### config.mk
export PLATFORM = sky130hd
export DESIGN_NAME = rsvm_mac
export DESIGN_NICKNAME = d
export VERILOG_FILES = /design/src/rtl/core/rsvm_pkg.sv /design/src/rtl/core/rsvm_mac.sv
export SDC_FILE = /design/constraint.sdc
export NUM_CORES = 2
export LEC_CHECK = 0
export BUFFER_PORTS_ARGS = -buffer_cell sky130_fd_sc_hd__buf_4
export CORE_MARGIN = 5
export CORE_UTILIZATION = 49
export DETAILED_ROUTE_END_ITERATION = 7
export PLACE_DENSITY = 0.7
export SYNTH_ARGS = -nofsm -noshare
export SYNTH_HDL_FRONTEND = slang
export SYNTH_SLANG_ARGS = --single-unit
### constraint.sdc
create_clock -name clk -period 5.4 [get_ports clk]
set_input_delay 0.27 -clock clk [delete_from_list [all_inputs] [get_ports clk]]
set_output_delay 0.27 -clock clk [all_outputs]
set_load 0.03 [all_outputs]
### src/rtl/core/rsvm_pkg.sv
// ----------------------------------------------------------------------------
// rsvm_pkg
// Shared types, widths and the multiply sequence of the running sum and
// variance merge block.
// ----------------------------------------------------------------------------
package rsvm_pkg;

    localparam int RSVM_NUM_TERMS = 64;

    // widths of the merge arithmetic
    localparam int PROD_W = 96;   // m*|S| and n*|s|
    localparam int D_W    = 97;   // |m*S - n*s|
    localparam int DEN_W  = 97;   // n*m*(n+m)
    localparam int ACC_W  = 194;  // d*d
    localparam int FRAC_W = 24;
    localparam int VAR_W  = 63;

    localparam logic [VAR_W-1:0] VAR_MAX   = {VAR_W{1'b1}};
    localparam logic [47:0]      STEP_MAX  = {48{1'b1}};
    localparam logic [31:0]      COUNT_MAX = {32{1'b1}};

    localparam logic [4:0] OP_A_LO      = 5'd0;
    localparam logic [4:0] OP_A_HI      = 5'd1;
    localparam logic [4:0] OP_B_LO      = 5'd2;
    localparam logic [4:0] OP_B_HI      = 5'd3;
    localparam logic [4:0] OP_P         = 5'd4;
    localparam logic [4:0] OP_DEN_FIRST = 5'd5;
    localparam logic [4:0] OP_DEN_HI_N  = 5'd6;
    localparam logic [4:0] OP_DEN_LO_M  = 5'd7;
    localparam logic [4:0] OP_DEN_LAST  = 5'd8;
    localparam logic [4:0] OP_SQ_FIRST  = 5'd9;
    localparam logic [4:0] OP_LAST      = 5'd24;

    typedef struct packed {
        logic        [5:0]  term_index;
        logic signed [63:0] term_value;
        logic signed [63:0] term_sum;
        logic        [62:0] term_var;
        logic        [31:0] frame_samples;
        logic        [47:0] frame_steps;
        logic        [47:0] output_step;
        logic               last_term;
        logic               restart_after;
    } in_t;

    typedef struct packed {
        logic        [5:0]  out_index;
        logic signed [63:0] run_sum;
        logic        [62:0] run_var;
        logic        [47:0] run_steps_out;
        logic        [31:0] run_count_out;
        logic               run_broken;
        logic               out_last;
    } out_t;

    typedef enum logic [2:0] {
        SRC_M,
        SRC_N,
        SRC_SMAG,
        SRC_XMAG,
        SRC_P,
        SRC_D
    } src_t;

    typedef enum logic [2:0] {
        DST_NONE,
        DST_A,
        DST_B,
        DST_P,
        DST_DEN,
        DST_SQ
    } dest_t;

    typedef struct packed {
        src_t       a_src;
        logic [1:0] a_limb;
        src_t       b_src;
        logic [1:0] b_limb;
        logic [2:0] shift;
        logic       first;
        logic       last;
        logic       barrier;
        dest_t      dest;
    } op_t;

    typedef struct packed {
        logic        valid;
        logic [31:0] a;
        logic [31:0] b;
        logic [2:0]  shift;
        logic        first;
        logic        last;
        dest_t       dest;
    } mac_req_t;

    typedef struct packed {
        logic  done;
        dest_t dest;
    } mac_rsp_t;

    typedef struct packed {
        logic             start;
        logic [ACC_W-1:0] sq;
        logic [DEN_W-1:0] den;
    } div_req_t;

    typedef struct packed {
        logic             done;
        logic [VAR_W-1:0] quot;
    } div_rsp_t;

    // partial products of one merge: A = m*|S|, B = n*|s|, P = n*m,
    // DEN = P*n + P*m, SQ = d*d over four 32-bit limbs of d
    function automatic op_t op_decode(input logic [4:0] op);
        op_t        r;
        logic [3:0] k;
        r.a_src   = SRC_M;
        r.a_limb  = 2'd0;
        r.b_src   = SRC_M;
        r.b_limb  = 2'd0;
        r.shift   = 3'd0;
        r.first   = 1'b0;
        r.last    = 1'b0;
        r.barrier = 1'b0;
        r.dest    = DST_NONE;
        k         = 4'(op - OP_SQ_FIRST);
        unique case (op)
            OP_A_LO:
            begin
                r.b_src = SRC_SMAG;
                r.first = 1'b1;
            end
            OP_A_HI:
            begin
                r.b_src  = SRC_SMAG;
                r.b_limb = 2'd1;
                r.shift  = 3'd1;
                r.last   = 1'b1;
                r.dest   = DST_A;
            end
            OP_B_LO:
            begin
                r.a_src = SRC_N;
                r.b_src = SRC_XMAG;
                r.first = 1'b1;
            end
            OP_B_HI:
            begin
                r.a_src  = SRC_N;
                r.b_src  = SRC_XMAG;
                r.b_limb = 2'd1;
                r.shift  = 3'd1;
                r.last   = 1'b1;
                r.dest   = DST_B;
            end
            OP_P:
            begin
                r.a_src = SRC_N;
                r.first = 1'b1;
                r.last  = 1'b1;
                r.dest  = DST_P;
            end
            OP_DEN_FIRST:
            begin
                r.a_src   = SRC_P;
                r.b_src   = SRC_N;
                r.first   = 1'b1;
                r.barrier = 1'b1;
            end
            OP_DEN_HI_N:
            begin
                r.a_src  = SRC_P;
                r.a_limb = 2'd1;
                r.b_src  = SRC_N;
                r.shift  = 3'd1;
            end
            OP_DEN_LO_M:
            begin
                r.a_src = SRC_P;
            end
            OP_DEN_LAST:
            begin
                r.a_src  = SRC_P;
                r.a_limb = 2'd1;
                r.shift  = 3'd1;
                r.last   = 1'b1;
                r.dest   = DST_DEN;
            end
            default:
            begin
                r.a_src   = SRC_D;
                r.a_limb  = k[3:2];
                r.b_src   = SRC_D;
                r.b_limb  = k[1:0];
                r.shift   = {1'b0, k[3:2]} + {1'b0, k[1:0]};
                r.first   = (op == OP_SQ_FIRST);
                r.barrier = (op == OP_SQ_FIRST);
                r.last    = (op == OP_LAST);
                r.dest    = (op == OP_LAST) ? DST_SQ : DST_NONE;
            end
        endcase
        return r;
    endfunction

endpackage

### src/rtl/core/rsvm_mac.sv
// ----------------------------------------------------------------------------
// rsvm_mac
// Shared 32x32 multiplier with a registered product and a shifting
// accumulator; one partial product enters per cycle.
// ----------------------------------------------------------------------------
module rsvm_mac
    import rsvm_pkg::*;
(
    input  logic             clk,
    input  logic             rst_n,
    input  mac_req_t         req,
    output logic [ACC_W-1:0] acc,
    output mac_rsp_t         rsp,
    output logic             busy
);

    logic [63:0]      prod_reg;
    logic [2:0]       shift_reg;
    logic             first_reg;
    logic             last_reg;
    dest_t            dest_reg;
    logic             pend_reg;
    logic [ACC_W-1:0] acc_reg;
    logic             done_reg;
    dest_t            done_dest_reg;
    logic [255:0]     shifted;
    logic [ACC_W-1:0] acc_next;

    always_comb
    begin
        shifted  = 256'(prod_reg) << {shift_reg, 5'd0};
        acc_next = (first_reg ? '0 : acc_reg) + shifted[ACC_W-1:0];
    end

    always_ff @(posedge clk or negedge rst_n)
    begin
        if (!rst_n)
        begin
            pend_reg      <= 1'b0;
            done_reg      <= 1'b0;
            done_dest_reg <= DST_NONE;
        end
        else
        begin
            pend_reg      <= req.valid;
            done_reg      <= pend_reg && last_reg;
            done_dest_reg <= dest_reg;
        end
    end

    always_ff @(posedge clk)
    begin
        if (req.valid)
        begin
            prod_reg  <= req.a * req.b;
            shift_reg <= req.shift;
            first_reg <= req.first;
            last_reg  <= req.last;
            dest_reg  <= req.dest;
        end
        if (pend_reg)
        begin
            acc_reg <= acc_next;
        end
    end

    assign acc      = acc_reg;
    assign rsp.done = done_reg;
    assign rsp.dest = done_dest_reg;
    assign busy     = pend_reg | done_reg;

endmodule

# Word level (Yosys, flattened, before mapping)
# Cells that the tools add are included.
[word_totals]
ff_bits = 271
elab_cells = 15
[classes]
muxes = 1
n_reduce_logical = 1
multipliers = 1
n_shift = 1
bitwise = 1
add_sub_neg = 1
[op_table]
columns = ["operator", "count"]
rows = [
  ["194-bit adder", 1],
  ["194-bit 2-to-1 mux", 1],
  ["64-bit by 8-bit left shift with 194-bit output", 1],
  ["32-bit by 32-bit multiplier with 64-bit output", 1],
  ["1-bit logical AND", 1],
  ["1-bit bitwise OR", 1],
]

# Longest topological paths before layout
[depth]
word_depth = 2
mapped_depth = 30
mapped_depth_nobuf = 29

# Worst setup path before layout
# No wires, ideal clock.
[synth_timing]
path_type = "in2reg"
startpoint = "in req[10] in the netlist's numbering"
endpoint = "reg prod_reg[56], data pin"
setup_time_ns = 0.267
path_buffers = 1
cell_stages = 28
slack_ns = -1.914
arrival_ns = 7.048
cell_sequence = "clkbuf_1 and2_1 fa_1 inv_1 fa_1 fa_1 fa_1 inv_1 fa_1 inv_1 fa_1 inv_1 fa_1 inv_1 fa_1 inv_1 ha_1 nand2_1 o21ai_0 o21ai_0 o211ai_1 o2111a_1 or3_4 or3_1 a31oi_2 o21bai_1 a41oi_2 xnor2_1"
[synth_between]
elab_chain_cells = 1
[synth_lines]
columns = ["element", "line_no", "source"]
rows = [
  ["start: declaration", "rsvm_mac.sv:11", "input mac_req_t req,"],
  ["32-bit by 32-bit multiplier with 64-bit output", "rsvm_mac.sv:55", "prod_reg <= req.a * req.b;"],
  ["end signal: assignment", "rsvm_mac.sv:55", ""],
  ["end: declaration", "rsvm_mac.sv:17", "logic [63:0] prod_reg;"],
]
# No other way between the ends.
# A chain may end at the register's enable or synchronous reset.

# Final worst setup path
[layout_timing]
startpoint = "in req[22] in the netlist's numbering"
endpoint = "reg prod_reg[60], data pin"
# The elaborated chain is that of the path after synthesis.

==> results.py <==
metrics = {
    "cts": {
        "clkLatencyLatePin_ns": 0.63,
        "cts_made_buffers": 29,
        "cts_root_buffer": "clkbuf_16",
        "cts_tree": "done",
        "cts.sinks": 271,
        "cts_max_path_buffers": 3,
        "h-tree-depth": 1,
        "clk_pin_slew_worst_paths_ns": 0.07,
    },
    "timing": {
        "layout_min_cycle_time_ns": 6.873,
        "finalSetupTns_ns": -49.43,
        "setup_viol": 50,
        "hold_violations": 0,
        "setup_ws_ns": -1.473,
        "worst-slew-pin-transition_ns": 0.9500,
        "slew_violations": 0,
        "period_share": 1.273,
        "max-slew-margin-rel": 0.3667,
        "grt_setup_unrepaired": "true",
        "fmax_ghz": 0.1455,
        "fin_skew_ns": 0.01741,
    },
    "global_route": {
        "grt_overflow": 0,
        "grt_usage": 0.3377,
        "grt_pass1_vias": 54547,
        "antenna_found_initial": 2,
        "grt_max_degree": 94,
        "grt_pass1_wl_um": 328400,
    },
    "synth": {
        "synthCells": 6717,
        "yosys_register_bits": 271,
        "synthTopCellsByArea": "fa_1, edfxtp_1, ha_1",
        "ys.flop_type": "edfxtp_1",
        "synth-seq-area-share": 0.1388,
        "syn-cell-area_mm2": 0.05846,
        "async_reset_ff_frac": 0.01845,
        "post-synth-top-area-fraction": 0.3071,
        "ys_warn_count": 0,
        "syn-num-nets": 8145,
        "synth_edf_count": 266,
        "syn_area_per_cell_um2": 8.704,
        "yosysUniqueCellTypes": 83,
        "yosysTopAreaCell": "fa_1",
    },
    "layout": {
        "antenna_cells": 0,
        "drive_above_1_share": 0.2084,
        "nets": 8980,
        "largest_reg_flops": 194,
        "syn_to_final_growth_pct": 22.96,
    },
    "status": {
        "status": "finished with violations",
        "violations": "negative setup slack",
    },
    "detailed_routing": {
        "viasPerCell": 5.779,
        "wl_per_cell_um": 24.02,
        "drc": 0,
        "drt_iter0_drc": 4578,
        "drtPass1Iterations": 6,
        "vias": 52654,
        "finalWirelength_um": 218800,
        "ant_nets": 0,
    },
    "setup_path": {
        "critical_path_required_ns": 5.76,
        "cpPeakStageDelay_ns": 0.56,
        "crit_path_end_kind": "flip-flop",
        "cp_max_fo": 7,
        "reg2reg_depth": 21,
        "crit_start": "req[22]",
        "rr_startpoint": "shift_reg[0]",
        "cpLargestDelayFamily": "adder cells",
        "r2r-end": "acc[161]",
        "cp_slowest_cell": "fa_1",
        "path_class": "primary input to flip-flop",
        "worstSetupStartpointType": "primary input",
        "crit_end": "prod_reg[60]",
        "cp.depth": 25,
        "cpMostUsedCell": "fa_1",
        "rrSetupSlack_ns": 0.15,
        "cp_num_buf_inv": 5,
        "worstPathArrival_ns": 7.23,
    },
    "floorplan": {
        "die_w_um": 355.4,
        "coreArea_mm2": 0.1182,
        "num_rows": 126,
        "die_area_mm2": 0.1263,
        "start_util": 0.4945,
        "num_io_pins": 274,
        "die_h_um": 355.4,
    },
    "placement": {
        "portBuffers": 273,
        "place_congestion": 1.027,
        "dpl.hpwl_um": 184300,
    },
    "worst_hold_path": {
        "min_path_type": "primary input to flip-flop",
    },
    "flow_run": {
        "drv_cap": 0,
    },
}
-- how the worst min path moves through the flow --
stage / from / endpoint / slack (ns) / depth (start not counted)
6_report: req[72] / pend_reg / 0.18 / 1
5_1_grt: req[72] / pend_reg / 0.22 / 1
4_1_cts: req[72] / pend_reg / 0.18 / 1
3_5_place_dp: rst_n / done_dest_reg[1] / 0.08 / 1
3_3_place_gp: rst_n / done_dest_reg[1] / 0.08 / 1
2_1_floorplan: rst_n / done_dest_reg[0] / -0.03 / 0
-- cell families (layout without fill, tap and decap cells) --
kind of cell | count (synthesis) | after routing | share of synthesized area
compound gates | 1213 | 1213 | 0.1312
xor+xnor | 252 | 252 | 0.03775
fa+ha+maj | 1353 | 1353 | 0.4047
buf+inv | 1288 | 2145 | 0.08355
flops | 271 | 271 | 0.1388
mux | 34 | 34 | 0.005821
simple gates | 2306 | 2307 | 0.1982
-- stage by stage --
step	setup WS, ns	instances	util	hold WS [ns]	instance area [um2]
3_5_place_dp	-2.258	8972	0.5751	0.07736	68000
3_3_place_gp	-2.216	8972	0.5751	0.07562	68000
6_report	-1.473	9111	0.6080	0.1848	71890
5_1_grt	-1.650	9111	0.6080	0.2208	71890
2_1_floorplan	-1.767	6717	-	-0.02559	59200
4_1_cts	-1.332	9093	0.6009	0.1792	71050
-- layout by cell type, fill, tap and decap left out, types with 266 or more instances in the layout --
cell and instances:
ha_1 414, buf_4 990, edfxtp_1 266, nand2_1 768
a21oi_1 380, nor2_1 332, fa_1 841, and2_1 558
inv_1 874
-- repair_timing --
| action | 4_1_cts | 5_1_grt |
|---|---|---|
| cloned | 5 | 3 |
| pin swaps | 188 | 109 |
| endpoints found under the hold margin | 13 | 0 |
| gates resized for setup | 303 | 169 |
| buffers inserted | 57 | 27 |
| endpoints found under the setup margin | 54 | 68 |
| hold buffers | 10 | 0 |
-- worst register-to-register path, delay by kind of cell, from the launching register on --
| kind | cells | cell delay, ns |
|---|---|---|
| flops | 1 | 0.44 |
| fa+ha+maj | 1 | 0.33 |
| xor+xnor | 1 | 0.25 |
| buf+inv | 6 | 1.12 |
| compound gates | 9 | 2.30 |
| simple gates | 4 | 0.61 |
-- area by class of cell --
cell class / count / area, um2
flip-flops and latches: 271 / 8117
clock inverters: 25 / 285.3
repair buffers: 1183 / 10190
fillers: 10100 / 46350
clock buffers: 29 / 725.7
multi-input cells: 5159 / 47240
well taps: 1536 / 1922
inverters: 908 / 3408
-- synthesized netlist by cell type, drive strengths merged, types with 17 or more instances --
cell type,instances
edfxtp,266
a22oi,36
fa,897
o21bai,74
nor4,27
or3,19
o21a,43
nor2,338
mux2i,34
o21ai,247
nand4,123
clkbuf,343
o31ai,34
and4,17
nand2,775
nor3,62
xor2,94
a21oi,413
and2,615
nand2b,24
a21o,134
buf,37
and3,19
o211ai,19
a31oi,39
ha,456
nand3,48
inv,908
a22o,34
a211oi,28
a21boi,29
nor2b,214
xnor2,158
-- metal layers --
layer / up-vias / wire [um] / track usage
met5: - / 0 / 0.001538
met4: 0 / 11840 / 0.1361
met3: 493 / 16890 / 0.04807
met2: 2453 / 102800 / 0.5659
met1: 26154 / 87320 / 0.4431
li1: 23554 / - / -
Power is not shown: default switching activity piles up to over one toggle a cycle in this logic, so the estimate is an artifact.
