<file path="src/rtl/core/rsvm_pkg.sv">
// ----------------------------------------------------------------------------
// rsvm_pkg
// Shared types, widths and the multiply sequence of the running sum and
// variance merge block.
// ----------------------------------------------------------------------------
package rsvm_pkg;

    localparam int RSVM_NUM_TERMS = 64;

    // widths of the merge arithmetic
    localparam int PROD_W = 96;   // m*|S| and n*|s|
    localparam int D_W    = 97;   // |m*S - n*s|
    localparam int DEN_W  = 97;   // n*m*(n+m)
    localparam int ACC_W  = 194;  // d*d
    localparam int FRAC_W = 24;
    localparam int VAR_W  = 63;

    localparam logic [VAR_W-1:0] VAR_MAX   = {VAR_W{1'b1}};
    localparam logic [47:0]      STEP_MAX  = {48{1'b1}};
    localparam logic [31:0]      COUNT_MAX = {32{1'b1}};

    localparam logic [4:0] OP_A_LO      = 5'd0;
    localparam logic [4:0] OP_A_HI      = 5'd1;
    localparam logic [4:0] OP_B_LO      = 5'd2;
    localparam logic [4:0] OP_B_HI      = 5'd3;
    localparam logic [4:0] OP_P         = 5'd4;
    localparam logic [4:0] OP_DEN_FIRST = 5'd5;
    localparam logic [4:0] OP_DEN_HI_N  = 5'd6;
    localparam logic [4:0] OP_DEN_LO_M  = 5'd7;
    localparam logic [4:0] OP_DEN_LAST  = 5'd8;
    localparam logic [4:0] OP_SQ_FIRST  = 5'd9;
    localparam logic [4:0] OP_LAST      = 5'd24;

    typedef struct packed {
        logic        [5:0]  term_index;
        logic signed [63:0] term_value;
        logic signed [63:0] term_sum;
        logic        [62:0] term_var;
        logic        [31:0] frame_samples;
        logic        [47:0] frame_steps;
        logic        [47:0] output_step;
        logic               last_term;
        logic               restart_after;
    } in_t;

    typedef struct packed {
        logic        [5:0]  out_index;
        logic signed [63:0] run_sum;
        logic        [62:0] run_var;
        logic        [47:0] run_steps_out;
        logic        [31:0] run_count_out;
        logic               run_broken;
        logic               out_last;
    } out_t;

    typedef enum logic [2:0] {
        SRC_M,
        SRC_N,
        SRC_SMAG,
        SRC_XMAG,
        SRC_P,
        SRC_D
    } src_t;

    typedef enum logic [2:0] {
        DST_NONE,
        DST_A,
        DST_B,
        DST_P,
        DST_DEN,
        DST_SQ
    } dest_t;

    typedef struct packed {
        src_t       a_src;
        logic [1:0] a_limb;
        src_t       b_src;
        logic [1:0] b_limb;
        logic [2:0] shift;
        logic       first;
        logic       last;
        logic       barrier;
        dest_t      dest;
    } op_t;

    typedef struct packed {
        logic        valid;
        logic [31:0] a;
        logic [31:0] b;
        logic [2:0]  shift;
        logic        first;
        logic        last;
        dest_t       dest;
    } mac_req_t;

    typedef struct packed {
        logic  done;
        dest_t dest;
    } mac_rsp_t;

    typedef struct packed {
        logic             start;
        logic [ACC_W-1:0] sq;
        logic [DEN_W-1:0] den;
    } div_req_t;

    typedef struct packed {
        logic             done;
        logic [VAR_W-1:0] quot;
    } div_rsp_t;

    // partial products of one merge: A = m*|S|, B = n*|s|, P = n*m,
    // DEN = P*n + P*m, SQ = d*d over four 32-bit limbs of d
    function automatic op_t op_decode(input logic [4:0] op);
        op_t        r;
        logic [3:0] k;
        r.a_src   = SRC_M;
        r.a_limb  = 2'd0;
        r.b_src   = SRC_M;
        r.b_limb  = 2'd0;
        r.shift   = 3'd0;
        r.first   = 1'b0;
        r.last    = 1'b0;
        r.barrier = 1'b0;
        r.dest    = DST_NONE;
        k         = 4'(op - OP_SQ_FIRST);
        unique case (op)
            OP_A_LO:
            begin
                r.b_src = SRC_SMAG;
                r.first = 1'b1;
            end
            OP_A_HI:
            begin
                r.b_src  = SRC_SMAG;
                r.b_limb = 2'd1;
                r.shift  = 3'd1;
                r.last   = 1'b1;
                r.dest   = DST_A;
            end
            OP_B_LO:
            begin
                r.a_src = SRC_N;
                r.b_src = SRC_XMAG;
                r.first = 1'b1;
            end
            OP_B_HI:
            begin
                r.a_src  = SRC_N;
                r.b_src  = SRC_XMAG;
                r.b_limb = 2'd1;
                r.shift  = 3'd1;
                r.last   = 1'b1;
                r.dest   = DST_B;
            end
            OP_P:
            begin
                r.a_src = SRC_N;
                r.first = 1'b1;
                r.last  = 1'b1;
                r.dest  = DST_P;
            end
            OP_DEN_FIRST:
            begin
                r.a_src   = SRC_P;
                r.b_src   = SRC_N;
                r.first   = 1'b1;
                r.barrier = 1'b1;
            end
            OP_DEN_HI_N:
            begin
                r.a_src  = SRC_P;
                r.a_limb = 2'd1;
                r.b_src  = SRC_N;
                r.shift  = 3'd1;
            end
            OP_DEN_LO_M:
            begin
                r.a_src = SRC_P;
            end
            OP_DEN_LAST:
            begin
                r.a_src  = SRC_P;
                r.a_limb = 2'd1;
                r.shift  = 3'd1;
                r.last   = 1'b1;
                r.dest   = DST_DEN;
            end
            default:
            begin
                r.a_src   = SRC_D;
                r.a_limb  = k[3:2];
                r.b_src   = SRC_D;
                r.b_limb  = k[1:0];
                r.shift   = {1'b0, k[3:2]} + {1'b0, k[1:0]};
                r.first   = (op == OP_SQ_FIRST);
                r.barrier = (op == OP_SQ_FIRST);
                r.last    = (op == OP_LAST);
                r.dest    = (op == OP_LAST) ? DST_SQ : DST_NONE;
            end
        endcase
        return r;
    endfunction

endpackage

</file>
<file path="src/rtl/core/rsvm_div.sv">
// ----------------------------------------------------------------------------
// rsvm_div
// Restoring divider, one quotient bit per cycle: floor(sq / 2^24 / den),
// saturated to 63 bits, zero for a zero divisor.
// ----------------------------------------------------------------------------
module rsvm_div
    import rsvm_pkg::*;
(
    input  logic     clk,
    input  logic     rst_n,
    input  div_req_t req,
    output div_rsp_t rsp
);

    logic             run_reg;
    logic             done_reg;
    logic [5:0]       cnt_reg;
    logic [DEN_W-1:0] rem_reg;
    logic [VAR_W-1:0] quo_reg;
    logic [DEN_W-1:0] den_reg;
    logic [DEN_W:0]   trial;
    logic [DEN_W:0]   diff;
    logic             ge;
    logic             too_big;

    always_comb
    begin
        trial   = {rem_reg, quo_reg[VAR_W-1]};
        diff    = trial - {1'b0, den_reg};
        ge      = (trial >= {1'b0, den_reg});
        too_big = (req.sq[ACC_W-1:FRAC_W+VAR_W] >= 107'(req.den));
    end

    always_ff @(posedge clk or negedge rst_n)
    begin
        if (!rst_n)
        begin
            run_reg  <= 1'b0;
            done_reg <= 1'b0;
            cnt_reg  <= '0;
        end
        else
        begin
            done_reg <= 1'b0;
            if (req.start)
            begin
                if (req.den == '0 || too_big)
                begin
                    done_reg <= 1'b1;
                end
                else
                begin
                    run_reg <= 1'b1;
                    cnt_reg <= 6'(VAR_W - 1);
                end
            end
            else if (run_reg)
            begin
                if (cnt_reg == '0)
                begin
                    run_reg  <= 1'b0;
                    done_reg <= 1'b1;
                end
                else
                begin
                    cnt_reg <= cnt_reg - 6'd1;
                end
            end
        end
    end

    always_ff @(posedge clk)
    begin
        if (req.start)
        begin
            den_reg <= req.den;
            rem_reg <= req.sq[FRAC_W+VAR_W+DEN_W-1:FRAC_W+VAR_W];
            if (req.den == '0)
            begin
                quo_reg <= '0;
            end
            else if (too_big)
            begin
                quo_reg <= VAR_MAX;
            end
            else
            begin
                quo_reg <= req.sq[FRAC_W+VAR_W-1:FRAC_W];
            end
        end
        else if (run_reg)
        begin
            rem_reg <= ge ? diff[DEN_W-1:0] : trial[DEN_W-1:0];
            quo_reg <= {quo_reg[VAR_W-2:0], ge};
        end
    end

    assign rsp.done = done_reg;
    assign rsp.quot = quo_reg;

endmodule

</file>
<file path="config.mk">
export PLATFORM = sky130hd
export DESIGN_NAME = rsvm_div
export DESIGN_NICKNAME = d
export VERILOG_FILES = /design/src/rtl/core/rsvm_pkg.sv /design/src/rtl/core/rsvm_div.sv
export SDC_FILE = /design/constraint.sdc
export NUM_CORES = 1
export LEC_CHECK = 0
export BUFFER_PORTS_ARGS = -buffer_cell sky130_fd_sc_hd__buf_4
export CAP_MARGIN = 20
export CELL_PAD_IN_SITES_DETAIL_PLACEMENT = 1
export CELL_PAD_IN_SITES_GLOBAL_PLACEMENT = 2
export CORE_MARGIN = 5
export CORE_UTILIZATION = 38
export DETAILED_ROUTE_END_ITERATION = 16
export GPL_ROUTABILITY_DRIVEN = 1
export PLACE_DENSITY_LB_ADDON = 0.1
export SETUP_SLACK_MARGIN = 0.2
export SLEW_MARGIN = 20
export SYNTH_ARGS = -nofsm -noshare
export SYNTH_HDL_FRONTEND = slang
export SYNTH_SLANG_ARGS = --single-unit
</file>
<file path="constraint.sdc">
create_clock -name clk -period 9.5 [get_ports clk]
set_input_delay 1.9 -clock clk [delete_from_list [all_inputs] [get_ports clk]]
set_output_delay 1.9 -clock clk [all_outputs]
set_load 0.05 [all_outputs]
</file>
* Yosys cells after proc, flatten, opt, wreduce, memory -nomap -nowiden *
Cells that the tools add are included.

word-level totals
  register bits after elaboration = 265
  bits of input ports = 294

operators by class
  add/sub/neg operators = 2
  magnitude comparators = 2
  eq/ne operators = 2
  mux-type cells = 19
  reductions and logical operators = 5

operators by type and width
  operator                                           number
  two-way mux 97 bit                                 3
  two-way mux 63 bit                                 4
  greater-or-equal comparator 107 x 97 -> 1 bit      1
  greater-or-equal comparator 98 x 97 -> 1 bit       1
  zero test 97 bit                                   1
  subtractor 97 bit                                  1
  two-way mux 6 bit                                  4
  two-way mux 1 bit                                  8
  zero test 6 bit                                    1
  subtractor 6 x 1 -> 6 bit (second input constant)  1
  != test 2 bit (second input constant)              2
  AND reduction 3 bit                                1
  nonzero test 2 bit                                 1
  logical OR 1 bit                                   1

* Depth between registers and ports, before layout *
  depth after elaboration = 4
  depth in mapped cells = 17
  mapped depth without buffers = 14

* Worst setup path after synthesis *
Ideal clock, no wire load.

  kind = input to register
  from = in req[291] (netlist name)
  to = reg quo_reg[0] (enable)
  library setup time = 0.513 ns
  arrival = 5.334 ns
  slack = 3.654 ns
  stages = 3
  buffers on the path = 1
  path through = clkbuf_1 nor2_1 inv_1

between the ends
  longest elaborated chain between the ends = 1

RTL lines
  what                                 line            text
  from (decl)                          rsvm_div.sv:11  input div_req_t req,
  nonzero test 2 bit (no source line)  n/a
  to (signal assigned)                 rsvm_div.sv:88  quo_reg <= req.sq[FRAC_W+VAR_W-1:FRAC_W];
  to (signal assigned)                 rsvm_div.sv:94  quo_reg <= {quo_reg[VAR_W-2:0], ge};
  to (decl)                            rsvm_div.sv:19  logic [VAR_W-1:0] quo_reg;

No other way between the ends.
A chain may end at the register's enable or synchronous reset.

* Worst setup path after layout *
  from = in req[72] (netlist name)
  to = reg quo_reg[2], data pin

between the ends
  longest elaborated chain between the ends = 4
  elaborated cells on any way between the ends = 5
  classes of those cells = order compare (1); mux (3); reduce/logical (1)

RTL lines
  what                                           line            text
  greater-or-equal comparator 107 x 97 -> 1 bit  rsvm_div.sv:31  too_big = (req.sq[ACC_W-1:FRAC_W+VAR_W] >= 107'(req.den));
  two-way mux 63 bit                             rsvm_div.sv:82  else if (too_big)
  two-way mux 63 bit *                           rsvm_div.sv:78  if (req.den == '0)
  two-way mux 63 bit *                           rsvm_div.sv:74  if (req.start)

Every way passes the cells marked *; elsewhere a longest branch is shown, timed or not.

==> results.md <==
* Post-route worst setup slack at 4.03 ns
* Ratio of final minimum period to clock period at 57.6%
* Vias in the first global route at 20400
* Half-perimeter wire length after placement at ~63000 um
* Vias after detailed routing at 19400
* Final Wtd Congestion at 0.880
* Max transition margin at approximately 22%
* Post-synthesis area per instance at approximately 8.9 um2
* Area after DPL at roughly 24000 um2
* Reported leakage power at 0.0107 uW
* Maximum resistive drop on vdd at 0.125 mV
* Kind of start point of the critical path: primary input
* Total I/O pin count at 358
* Critical path fanouts, max at 63
* Worst slack, placed at 3.36 ns
* Setup tns final at 0 ns
* Worst clock skew at roughly 0.021 ns
* Clock-pin transition on the worst setup and hold timing paths at 0.06 ns
* Fraction of layout cells with a size suffix above 1 at roughly a fifth
* Pre-Repair DR Iteration Count at 5
* Antenna violations before repair at 8
* Count of final setup violators at 0
* Result of the run: finished, final reports clean
* Initial core utilization at 38.4%
* Post-detailed-route wirelength per cell at 23.2 um
* Core region area at between 50000 and 60000 um2
* Min Hold Slack at between 0.5 and 0.6 ns
* Crit path DAT at 5.79 ns
* Synthesis warning total at 0
* Flops & latches, synth at about 270
* Via-per-instance ratio at 5.64
* Count of standard-cell rows at between 80 and 90
* Mapped cell area at 21200 um2
* Ys flop type: sky130_fd_sc_hd__edfxtp_1
* Final layout net count at 3148
* Wire length of the first global-routing pass at 120000 um
* Remaining antenna violation count at 0
* Sum of routed wire length over all layers at 79700 um
* # port buffers at 333
* Syn-to-layout area delta at 19.9%
* Cell variety after synth at 74
* Post-layout min period at between 5 and 6 ns
* Pin count of the biggest net entering global routing at 123
* Hold_sp: run_reg
* Reg-to-reg slack, setup at 4.44 ns
* Fraction of registers with async set or reset after synthesis at 3.02%
* Die ar. at 60600 um2
* Non-Filler Cell Area, Final at between 20000 and 30000 um2
* Final max-slew violation count at 0
* Maximum capacitance violations at 0
* Cell type with the highest aggregate area in the netlist: sky130_fd_sc_hd__edfxtp_1
* Count of instances resized after the clock tree is built at 0
* CTS HTree Levels at 2
* Post-Syn Instances at 2391
* GRT overflow at 0
* Remaining design rule violation count at 0
* Clock Latency Late Sink at 0.57 ns
* Measured slew at the worst slew-check pin at 1.16 ns
* Top cells by count, synth: sky130_fd_sc_hd__edfxtp_1 (257), sky130_fd_sc_hd__inv_1 (253), sky130_fd_sc_hd__a21oi_1 (235)
* Total routing usage reported by global routing at 25.4%
* Maximum frequency from static timing analysis at 183 MHz
* Worst hold path type: flip-flop to flip-flop
* Final number of hold-violating endpoints at 0
* Most repeated cell in the gate-level netlist after synthesis: sky130_fd_sc_hd__edfxtp_1
* Final Core Density at 46.0%
* Die height at 246 um
* CTS tree: yes
* Horizontal die dimension at 246 um
* Cts hold-fix bufs at 0
* Endpoint kind of the worst setup timing path: flip-flop
* Critical path type: primary input to flip-flop
* Beginning of the worst register-to-register path: rem_reg[43]
* Sequential area share after synthesis at 37.4%
* Critical path data required time at 9.82 ns
* Post CTS Setup Buffer Count at 0
* Unrepaired setup endpoints after global routing: false
* Starting DRC count in detailed routing at 1153
* Root Driver: sky130_fd_sc_hd__clkbuf_16
* Number of nets in the synthesized netlist at between 2000 and 3000
* Count of clock tree sinks at roughly 270
* Top area cells in the synthesized netlist: sky130_fd_sc_hd__edfxtp_1 (36%), sky130_fd_sc_hd__ha_1 (12%), sky130_fd_sc_hd__a21oi_1 (5.5%)
* Portion of synthesized cell area occupied by the leading cell type at between 30% and 40%
* Critical Path Source: req[72]
* Power density relative to cell area at 183 nW/um2
* Number of buffers added by the clock tree synthesis step at 36
* Clock tree buffer depth at 3
* Number of enable flip-flop cells after synthesis at 257
[worst max-delay path: stages]
cell and delay (ns):
sky130_fd_sc_hd__buf_4 0.09, sky130_fd_sc_hd__inv_1 0.04, sky130_fd_sc_hd__ha_1 0.29, sky130_fd_sc_hd__a21o_1 0.16, sky130_fd_sc_hd__a21o_1 0.16, sky130_fd_sc_hd__a21oi_1 0.22, sky130_fd_sc_hd__o21ai_0 0.21, sky130_fd_sc_hd__nor3_1 0.83
sky130_fd_sc_hd__o211ai_1 0.51, sky130_fd_sc_hd__a311oi_4 0.32, sky130_fd_sc_hd__buf_4 0.60, sky130_fd_sc_hd__nand2b_1 0.14, sky130_fd_sc_hd__a31o_2 0.28
[worst paths after layout]
path / depth (start not counted) / to
max: 13 / quo_reg[2]
min: 2 / done_reg
max reg2reg: 12 / rem_reg[11]
min reg2reg: 2 / done_reg
max in group asynchronous: 1 / cnt_reg[5]
min in group asynchronous: 1 / cnt_reg[4]
[logic make-up (layout without fill, tap and decap cells)]
kind of cell               Yosys count  count (layout)  synth area share, %
AOI/OAI and AO/OA                  734             734                 22.3
xor gates and xnor gates            74              74                 3.06
adders and majority gates          197             197                 11.7
buffers and inverters              373             666                 6.83
DFF                                265             265                 37.4
muxes                               31              31                 1.58
other                                0               2                    0
and+or+nand+nor                    717             717                 17.2
[cells in the final DEF (no fill, tap or decap), types with 43 or more instances in the layout]
cell                       Yosys  final
sky130_fd_sc_hd__a21oi_1     235    235
sky130_fd_sc_hd__a21o_1       60     60
sky130_fd_sc_hd__edfxtp_1    257    257
sky130_fd_sc_hd__nor3_1       51     51
sky130_fd_sc_hd__nand2b_1     76     76
sky130_fd_sc_hd__a31o_2       64     64
sky130_fd_sc_hd__nand2_1     155    155
sky130_fd_sc_hd__inv_1       253    251
sky130_fd_sc_hd__nor2_1      146    146
sky130_fd_sc_hd__o21ai_0     150    150
sky130_fd_sc_hd__buf_4         1    346
sky130_fd_sc_hd__ha_1        196    196
sky130_fd_sc_hd__nand3_1      44     43
sky130_fd_sc_hd__nand4_1      77     77
sky130_fd_sc_hd__nor2b_1      69     69
[metrics by stage]
step / instances / power [uW]
after CTS: 3432 / 4670
after global routing: 3434 / 4920
after detailed placement: 3367 / 3340
final: 3434 / 4640
after floorplan: 2391 / 2760
after global placement: 3367 / 3300
[layer usage]
metal,up-vias,share of wire [%],global-route usage [%]
met5,-,0.051,0
met4,6,2.6,6.96
met3,96,4.9,4.48
met2,403,47,42.4
met1,9550,45,34.3
li1,9314,-,-
[layout make-up]
type,instances,area (um2)
Clock buffer,45,945
Antenna cell,2,5.00
Sequential cell,265,7920
Fill cell,6479,29800
Tap cell,748,936
Timing Repair Buffer,348,2630
Multi-Input combinational cell,1753,11900
Clock inverter,20,156
Inverter,253,956
[report_power, final]
part	leakage [uW]	total [uW]	internal [uW]	switching, uW
combinational	0.00759	1810	681	1130
clock	0.000545	1310	740	568
sequential	0.00257	1520	1450	70.1
total	0.0107	4640	2870	1770
No activity file was read; power rests on OpenSTA's default activity.
